<file path="src/hdl/bellman_ford_shortest_paths_defines.svh">
// Assertion macros shared by the RTL files.
`ifndef BELLMAN_FORD_SHORTEST_PATHS_DEFINES_SVH
`define BELLMAN_FORD_SHORTEST_PATHS_DEFINES_SVH
`ifndef ASSERT_OFF
`define BF_ASSERT(lbl, prop) \
  lbl: assert property (@(posedge clk) disable iff (!rst_n) prop) \
    else $error("bfsp assertion failed");
`define BF_ASSERT_RST(lbl, prop) \
  lbl: assert property (@(posedge clk) prop) else $error("bfsp reset assertion failed");
`else
`define BF_ASSERT(lbl, prop)
`define BF_ASSERT_RST(lbl, prop)
`endif
`endif

</file>
<file path="src/hdl/bfsp_pkg.sv">
`timescale 1ns / 1ps
`default_nettype none
package bfsp_pkg;

  localparam int DEF_MAX_VERTICES = 64;
  localparam int DEF_MAX_EDGES    = 256;

  localparam int REQ_W      = 2;
  localparam int VTX_W      = 6;
  localparam int WGT_W      = 16;
  localparam int OUT_DIST_W = 22;
  localparam int CFG_W      = 7;
  localparam int EDGE_W     = 2 * VTX_W + WGT_W;

  localparam logic [REQ_W-1:0] REQ_ADD = 2'd0;
  localparam logic [REQ_W-1:0] REQ_RUN = 2'd1;
  localparam logic [REQ_W-1:0] REQ_CLR = 2'd2;

  typedef struct packed {
    logic add_edge;
    logic clr_table;
    logic start;
    logic dist_rd;
    logic relax;
    logic next_pass;
    logic out_rd;
    logic out_load;
    logic v_inc;
    logic neg_load;
  } cmd_t;

  typedef struct packed {
    logic edge_end;
    logic check_pass;
    logic changed;
    logic out_free;
    logic v_last;
  } sts_t;

endpackage
`default_nettype wire

</file>
<file path="src/hdl/bfsp_ctrl.sv">
`timescale 1ns / 1ps
`default_nettype none
`include "bellman_ford_shortest_paths_defines.svh"
module bfsp_ctrl
  import bfsp_pkg::*;
(
  input  wire logic             clk,
  input  wire logic             rst_n,
  input  wire logic             in_valid,
  input  wire logic [REQ_W-1:0] in_req_type,
  output logic                  in_stall,
  input  wire sts_t             sts_i,
  output cmd_t                  cmd_o
);

  localparam logic [2:0] S_IDLE   = 3'd0;
  localparam logic [2:0] S_FETCH  = 3'd1;
  localparam logic [2:0] S_READ   = 3'd2;
  localparam logic [2:0] S_RELAX  = 3'd3;
  localparam logic [2:0] S_OUT_RD = 3'd4;
  localparam logic [2:0] S_OUT_LD = 3'd5;
  localparam logic [2:0] S_NEG    = 3'd6;

  logic [2:0] state_r, state_nxt;
  cmd_t       cmd;

  always_comb begin
    state_nxt = state_r;
    cmd       = '0;
    unique case (state_r)
      S_IDLE: begin
        if (in_valid) begin
          unique case (in_req_type)
            REQ_ADD: cmd.add_edge = 1'b1;
            REQ_CLR: cmd.clr_table = 1'b1;
            REQ_RUN: begin
              cmd.start = 1'b1;
              state_nxt = S_FETCH;
            end
            default: ;
          endcase
        end
      end
      S_FETCH: begin
        if (sts_i.edge_end) begin
          if (sts_i.check_pass) begin
            state_nxt = sts_i.changed ? S_NEG : S_OUT_RD;
          end else begin
            cmd.next_pass = 1'b1;
          end
        end else begin
          state_nxt = S_READ;
        end
      end
      S_READ: begin
        cmd.dist_rd = 1'b1;
        state_nxt   = S_RELAX;
      end
      S_RELAX: begin
        cmd.relax = 1'b1;
        state_nxt = S_FETCH;
      end
      S_OUT_RD: begin
        cmd.out_rd = 1'b1;
        state_nxt  = S_OUT_LD;
      end
      S_OUT_LD: begin
        cmd.out_rd = 1'b1;
        if (sts_i.out_free) begin
          cmd.out_load = 1'b1;
          if (sts_i.v_last) begin
            state_nxt = S_IDLE;
          end else begin
            cmd.v_inc = 1'b1;
            state_nxt = S_OUT_RD;
          end
        end
      end
      S_NEG: begin
        if (sts_i.out_free) begin
          cmd.neg_load = 1'b1;
          state_nxt    = S_IDLE;
        end
      end
      default: state_nxt = S_IDLE;
    endcase
  end

  always_ff @(posedge clk) begin
    if (!rst_n) begin
      state_r <= S_IDLE;
    end else begin
      state_r <= state_nxt;
    end
  end

  assign in_stall = (state_r != S_IDLE);
  assign cmd_o    = cmd;

  `BF_ASSERT_RST(a_reset_idle, !rst_n |=> state_r == S_IDLE)
  `BF_ASSERT(a_run_starts, (in_valid && !in_stall && in_req_type == REQ_RUN) |=> state_r == S_FETCH)
  `BF_ASSERT(a_load_free, (cmd.out_load || cmd.neg_load) |-> sts_i.out_free)

endmodule
`default_nettype wire

</file>
<file path="config.mk">
export PLATFORM = sky130hd
export DESIGN_NAME = bfsp_ctrl
export DESIGN_NICKNAME = d
export VERILOG_FILES = /design/src/hdl/bfsp_pkg.sv /design/src/hdl/bfsp_ctrl.sv
export VERILOG_INCLUDE_DIRS = /design/src /design/src/hdl
export SDC_FILE = /design/constraint.sdc
export NUM_CORES = 1
export LEC_CHECK = 0
export BUFFER_PORTS_ARGS = -buffer_cell sky130_fd_sc_hd__buf_2
export CAP_MARGIN = 20
export CELL_PAD_IN_SITES_DETAIL_PLACEMENT = 1
export CELL_PAD_IN_SITES_GLOBAL_PLACEMENT = 2
export CORE_MARGIN = 2
export CORE_UTILIZATION = 19
export DETAILED_ROUTE_END_ITERATION = 10
export PLACE_DENSITY_LB_ADDON = 0.2
export SLEW_MARGIN = 20
export SYNTH_ARGS = -nofsm -noshare
export SYNTH_HDL_FRONTEND = slang
export SYNTH_SLANG_ARGS = --single-unit
</file>
<file path="constraint.sdc">
create_clock -name clk -period 1.71 [get_ports clk]
set_input_delay 0.342 -clock clk [delete_from_list [all_inputs] [get_ports clk]]
set_output_delay 0.342 -clock clk [all_outputs]
set_load 0.05 [all_outputs]
</file>
==> results of run 1 <==
-- Yosys cell counts (2+ instances only) --
cell type  number
nor2_1          3
nor4b_1         2
nor3_1          2
nand2b_1        2
a21oi_1         2
nand2_1         4
dfxtp_1         3
mux2i_1         2
-- through the flow --
stage / total power [mW] / util, % / hold slack [ps]
floorplan: 0.441 / - / 460
global placement: 0.533 / 31.4 / 613
detailed placement: 0.537 / 31.4 / 608
CTS: 0.739 / 37.3 / 400
global route: 0.780 / 38.3 / 408
finish: 0.730 / 38.3 / 403
-- worst max-delay path by stage --
stage,from,end,slack [ps]
global placement,state_r[1]$_SDFFE_PN0P_,cmd_o[8],80
CTS,state_r[1]$_SDFFE_PN0P_,cmd_o[9],-60
detailed placement,state_r[1]$_SDFFE_PN0P_,cmd_o[9],20
global route,state_r[1]$_SDFFE_PN0P_,cmd_o[9],-90
floorplan,state_r[0]$_SDFFE_PN0P_,cmd_o[1],-400
finish,state_r[1]$_SDFFE_PN0P_,cmd_o[9],-30
-- worst max-delay path: stages (launching register included) --
cell	delay, ps
dfxtp_2	310
or3_4	420
nor4b_4	250
buf_6	200
-- power breakdown --
group | internal [mW] | switching (mW) | leakage [nW] | total [mW]
combinational | 0.217 | 0.293 | 0.238 | 0.510
clock | 0.0872 | 0.0332 | 0.0150 | 0.120
sequential | 0.0899 | 0.00997 | 0.0253 | 0.0999
total | 0.394 | 0.336 | 0.279 | 0.730
-- per-layer routing --
metal / routed length [um] / part of all wire, % / up-vias
met1: 441 / 44 / 167
li1: - / - / 194
met5: 0 / 0 / -
met2: 492 / 49 / 13
met3: 68 / 6.8 / 0
met4: 0 / 0 / 0
-- area by class of cell --
cell class                 count  area share (%)
sequential                     3            10.7
multi-input combinational     33            48.9
tap                           16            3.43
inverter                       1           0.644
clock buffer                   4            4.51
timing repair buffer          26            31.8
-- cell families after synthesis --
kind of cell / synth area share [%]
muxes: 6.37
AOI/OAI and AO/OA: 15.9
and+or+nand+nor: 52.2
buffers and inverters: 6.37
DFF: 19.1
-- timing repair --
item,4_1_cts,5_1_grt
hold buffers,0,0
hold endpoints to repair,0,0
pin swaps,1,1
endpoints found under the setup margin,5,8
resized for setup,13,7
gates cloned,0,0
buffers inserted,2,0
==> metrics.cfg, run 1 <==
[status]
outcome=complete, but fails checks
violations=negative setup slack

[critical_path]
worst_ep_arrival_time_ps=1400
end_kind=output pin
worst_setup_path_start_kind=flip-flop
crit_type=flip-flop to output pin
worstPathRequired_ps=1370
crit_fanout=4
reg2reg_from=state_r[0]$_SDFFE_PN0P_
r2r-end=state_r[2]$_SDFFE_PN0P_
rr_worst_depth=6
reg2reg_slack_ps=160

[global_routing]
use_met3_pct=1.63
grt_pass1_vias=383
grt_use_met1_pct=13.9
grt_pass1_wl_um=1590
antenna_found_initial=0
grt_usage_pct=11.3
grt_most_used_layer=met2
overflow=0
use_met2_pct=18.0
grt_max_degree=11

[cells_and_area]
fillers=192
largest_registers=state_r (3)
largest_reg_flops=3
multi_input_area_um2=285
drive_above_1_share_pct=61.2
regMostFlops=state_r
diodes=0
ff_latch_area_um2=62.6
layout_commonest_cell=buf_2
final_cells=83
mostFrequentLayoutCells=buf_2 (13), buf_4 (6), buf_6 (6)
area_delta_synth_final_pct=85.7
final_cell_area_um2=583
fin_nets=78

[logic_synthesis]
yosysSeqAreaShare_pct=19.1
synth_edf_count=0
synth.distinct_cells=27
yosysWarningCount=0
synthFlopType=dfxtp_1
syn_avg_cell_area_um2=8.05
synth_nets=49
syn_inst=39
synth.area.top_cells=dfxtp_1 (19%), o32ai_4 (8.8%), mux2i_1 (6.4%)
ys_async_sr_fraction_pct=0
ys_ff_latch=3
synth_top_area_cell=dfxtp_1
synth.cell_area_um2=314
synthDominantCellAreaShare_pct=19.1

[routing]
drc=0
routed_via_density=4.51
vias=374
routedWlPerCell_um=12.1
drt_first_pass_iters=2
finalWirelength_um=1000
drtIter0Drc=2
ant_nets=0

[min_path]
hold_start=rst_n
min_to=state_r[2]$_SDFFE_PN0P_
min_path_type=primary input to flip-flop
hold_depth=2

[sta]
finalMaxSlewViolations=0
hold_viol_final=0
setup_slack_ps=-32.3
period_minus_slack_ps=1740
slew-limit-headroom_pct=84.1
worst_slew_pin_slew_ps=236
period_share_pct=102
setup_viol=2
rsz0062_at_grt=yes
fin_setup_tns_ps=-45.0
fmax_mhz=574
fin_skew_ps=3.51

[place]
dp_hpwl_um=805
port_buffers=20
pre_cts_ws_ps=18.6
place_congestion=0.694
place_area_um2=478
dp_cells=77

[floorplan]
dieArea_um2=1990
die_w_um=44.7
rows=14
fp.dieH_um=44.7
boundaryPins=21
start_util_pct=20.6
coreArea_um2=1520

[clock_network]
cts_inserted_buffers=3
insertion_delay_ps=230
cts_tree=yes
cts_root_buf=clkbuf_4
clk_pin_slew_ps=30
cts.path.max_buffers=2
cts_htree_levels=1
cts_sinks=3

[power_and_ir_drop]
power_leakage_nw=0.279
ir_drop_uv=587
p_per_area_nw_per_um2=1250

[flow_run]
drv_cap=0

No activity file was read; power rests on OpenSTA's default activity.
==> inputs of run 2 (changes only) <==
Settings changed: SETUP_SLACK_MARGIN set to 0.02.
==> run 2 against run 1 <==
Effect of this change: the flow still finishes with violations (negative setup slack); wire length increased by 1.7%; critical path depth unchanged; combinational power increased by 6.3%; setup slack improved by 4.9 ps; final cell count increased by 1.2%; sequential cell count unchanged; clock-buffer cell count unchanged; global-route usage increased by 0.49 points; die area unchanged; critical path type unchanged; critical endpoint unchanged.
==> metrics.cfg, run 2 (synthesis results as in run 1) <==
[critical_path]
reg2reg_slack_ps=150  ; about the same
rr_worst_depth=7  ; +1
cp_slowest_cell=or3_4
cp_slowest_stage_delay_ps=420  ; about the same
crit_type=flip-flop to output pin
r2r-end=state_r[1]$_SDFFE_PN0P_
path_depth=3  ; unchanged
crit_fanout=4  ; unchanged
cp-startpoint=state_r[1]$_SDFFE_PN0P_
worstPathRequired_ps=1370  ; about the same
worst_setup_path_start_kind=flip-flop
end_kind=output pin
path_cells=or3_4 > nor4b_4 > buf_6
worst_ep_arrival_time_ps=1400  ; about the same
crit_family=simple AND/OR/NAND/NOR gates
reg2reg_from=state_r[1]$_SDFFE_PN0P_
cp_num_buf_inv=1  ; unchanged
setup.worst_path.end=cmd_o[9]

[routing]
drtIter0Drc=1  ; -1
drc=0  ; unchanged
ant_nets=0  ; unchanged
vias=388  ; +3.7%
drt_first_pass_iters=2  ; unchanged
finalWirelength_um=1020  ; +1.7%
routedWlPerCell_um=12.1  ; +0.49%
routed_via_density=4.62  ; +2.5%

[sta]
fin_setup_tns_ps=-39.2  ; +5.83 ps
setup_slack_ps=-27.4  ; +4.93 ps
finalMaxSlewViolations=0  ; unchanged
period_minus_slack_ps=1740  ; -4.93 ps
hold_viol_final=0  ; unchanged
period_share_pct=102  ; -0.29 points
fin_skew_ps=1.54  ; -1.97 ps
worst_slew_pin_slew_ps=252  ; +15.5 ps
rsz0062_at_grt=yes
fmax_mhz=576  ; +0.28%
setup_viol=2  ; unchanged
slew-limit-headroom_pct=83.1  ; -1.0 points
holdWs_ps=398  ; -5.68 ps

[cells_and_area]
largest_registers=state_r (3)
diodes=0  ; unchanged
regMostFlops=state_r
fin_nets=79  ; +1.3%
final_cells=84  ; +1.2%
fillers=187  ; -2.6%
final_cell_area_um2=617  ; +5.8%
layout_commonest_cell=buf_2
area_delta_synth_final_pct=96.4
mostFrequentLayoutCells=buf_2 (12), buf_6 (7), buf_4 (7)
postLayoutCoreUtil_pct=40.5  ; +2.2 points
largest_reg_flops=3  ; unchanged
drive_above_1_share_pct=64.7  ; +3.5 points

[clock_network]
cts_htree_levels=1  ; unchanged
cts.path.max_buffers=2  ; unchanged
cts_inserted_buffers=3  ; unchanged
clk_pin_slew_ps=40  ; about the same
insertion_delay_ps=230  ; about the same
cts_sinks=3  ; unchanged
cts_root_buf=clkbuf_4
hold_buffers=0  ; unchanged
cts_tree=yes

[floorplan]
die_w_um=44.7  ; unchanged
fp.dieH_um=44.7  ; unchanged
dieArea_um2=1990  ; unchanged
start_util_pct=20.6  ; unchanged
coreArea_um2=1520  ; unchanged
rows=14  ; unchanged
boundaryPins=21  ; unchanged

[place]
place_congestion=0.694  ; +0.10%
dp_hpwl_um=799  ; -0.82%
dp_cells=77  ; unchanged
port_buffers=20  ; unchanged
pre_cts_ws_ps=8.74  ; -9.89 ps
place_area_um2=479  ; +0.26%

[power_and_ir_drop]
comb_power_share_pct=70.8  ; +1.0 points
power.total_mw=0.765  ; +4.7%
ir_drop_uv=477  ; -19%
power_frac_seq_pct=12.8  ; -0.9 points
power_leakage_nw=0.292  ; +4.7%
switching_share_pct=46.0  ; about the same
p_per_area_nw_per_um2=1240  ; -1.0%
p_int_mw=0.413  ; +4.7%
switchingPower_mw=0.352  ; +4.7%
p_clk_share_pct=16.3  ; -0.2 points

[global_routing]
grt_pass1_wl_um=1700  ; +6.5%
grt_pass1_vias=390  ; +1.8%
grt_usage_pct=11.8  ; +0.49 points
antenna_found_initial=0  ; unchanged
grt_max_degree=11  ; unchanged
overflow=0  ; unchanged

[status]
outcome=complete, but fails checks
violations=negative setup slack

[flow_run]
drv_cap=0  ; unchanged

[min_path]
min_path_type=primary input to flip-flop

run 2: power by group through the flow:
stage | Combinational [mW] | Sequential, mW | Clock (mW)
floorplan | 0.338 | 0.103 | 0
detailed placement | 0.443 | 0.0950 | 0
global placement | 0.439 | 0.0947 | 0
CTS | 0.524 | 0.0983 | 0.131
finish | 0.542 | 0.0981 | 0.125
global route | 0.583 | 0.100 | 0.136
run 2: layout make-up:
| cell class | instances | area, um^2 | area share [%] |
|---|---|---|---|
| Inverter | 1 | 3.75 | 0.609 |
| Tap cell | 16 | 20.0 | 3.25 |
| Multi-Input combinational cell | 33 | 299 | 48.5 |
| Clock buffer | 4 | 26.3 | 4.26 |
| Timing Repair Buffer | 27 | 206 | 33.5 |
| Sequential cell | 3 | 61.3 | 9.94 |
run 2: worst min-delay path by stage:
stage                                    to  slack [ps]               startpoint  depth (start not counted)
floorplan           state_r[2]$_SDFFE_PN0P_         460                    rst_n                          1
global placement    state_r[1]$_SDFFE_PN0P_         610  state_r[1]$_SDFFE_PN0P_                          3
detailed placement  state_r[0]$_SDFFE_PN0P_         610  state_r[0]$_SDFFE_PN0P_                          3
CTS                 state_r[2]$_SDFFE_PN0P_         390                    rst_n                          2
global route        state_r[2]$_SDFFE_PN0P_         390                    rst_n                          2
finish              state_r[2]$_SDFFE_PN0P_         400                    rst_n                          2
run 2: repair_timing:
item / 4_1_cts / 5_1_grt
endpoints found under the setup margin: 6 / 9
setup buffers: 3 / 0
pin swaps: 1 / 1
gates resized for setup: 15 / 13
run 2: worst register-to-register path, cell delays in order (launching register included):
cell and delay, ps:
dfxtp_1 300, buf_4 150, or2b_4 290, buf_4 160, buf_4 140, o21ai_0 190
nand3b_1 100, mux2i_1 150
run 2: routing by layer:
layer	global-route usage (%)	vias up	share of wire (%)
met4	5.45	0	0
li1	-	198	-
met1	13.4	177	41
met3	1.22	0	6.7
met2	21.4	13	52
met5	0	-	0
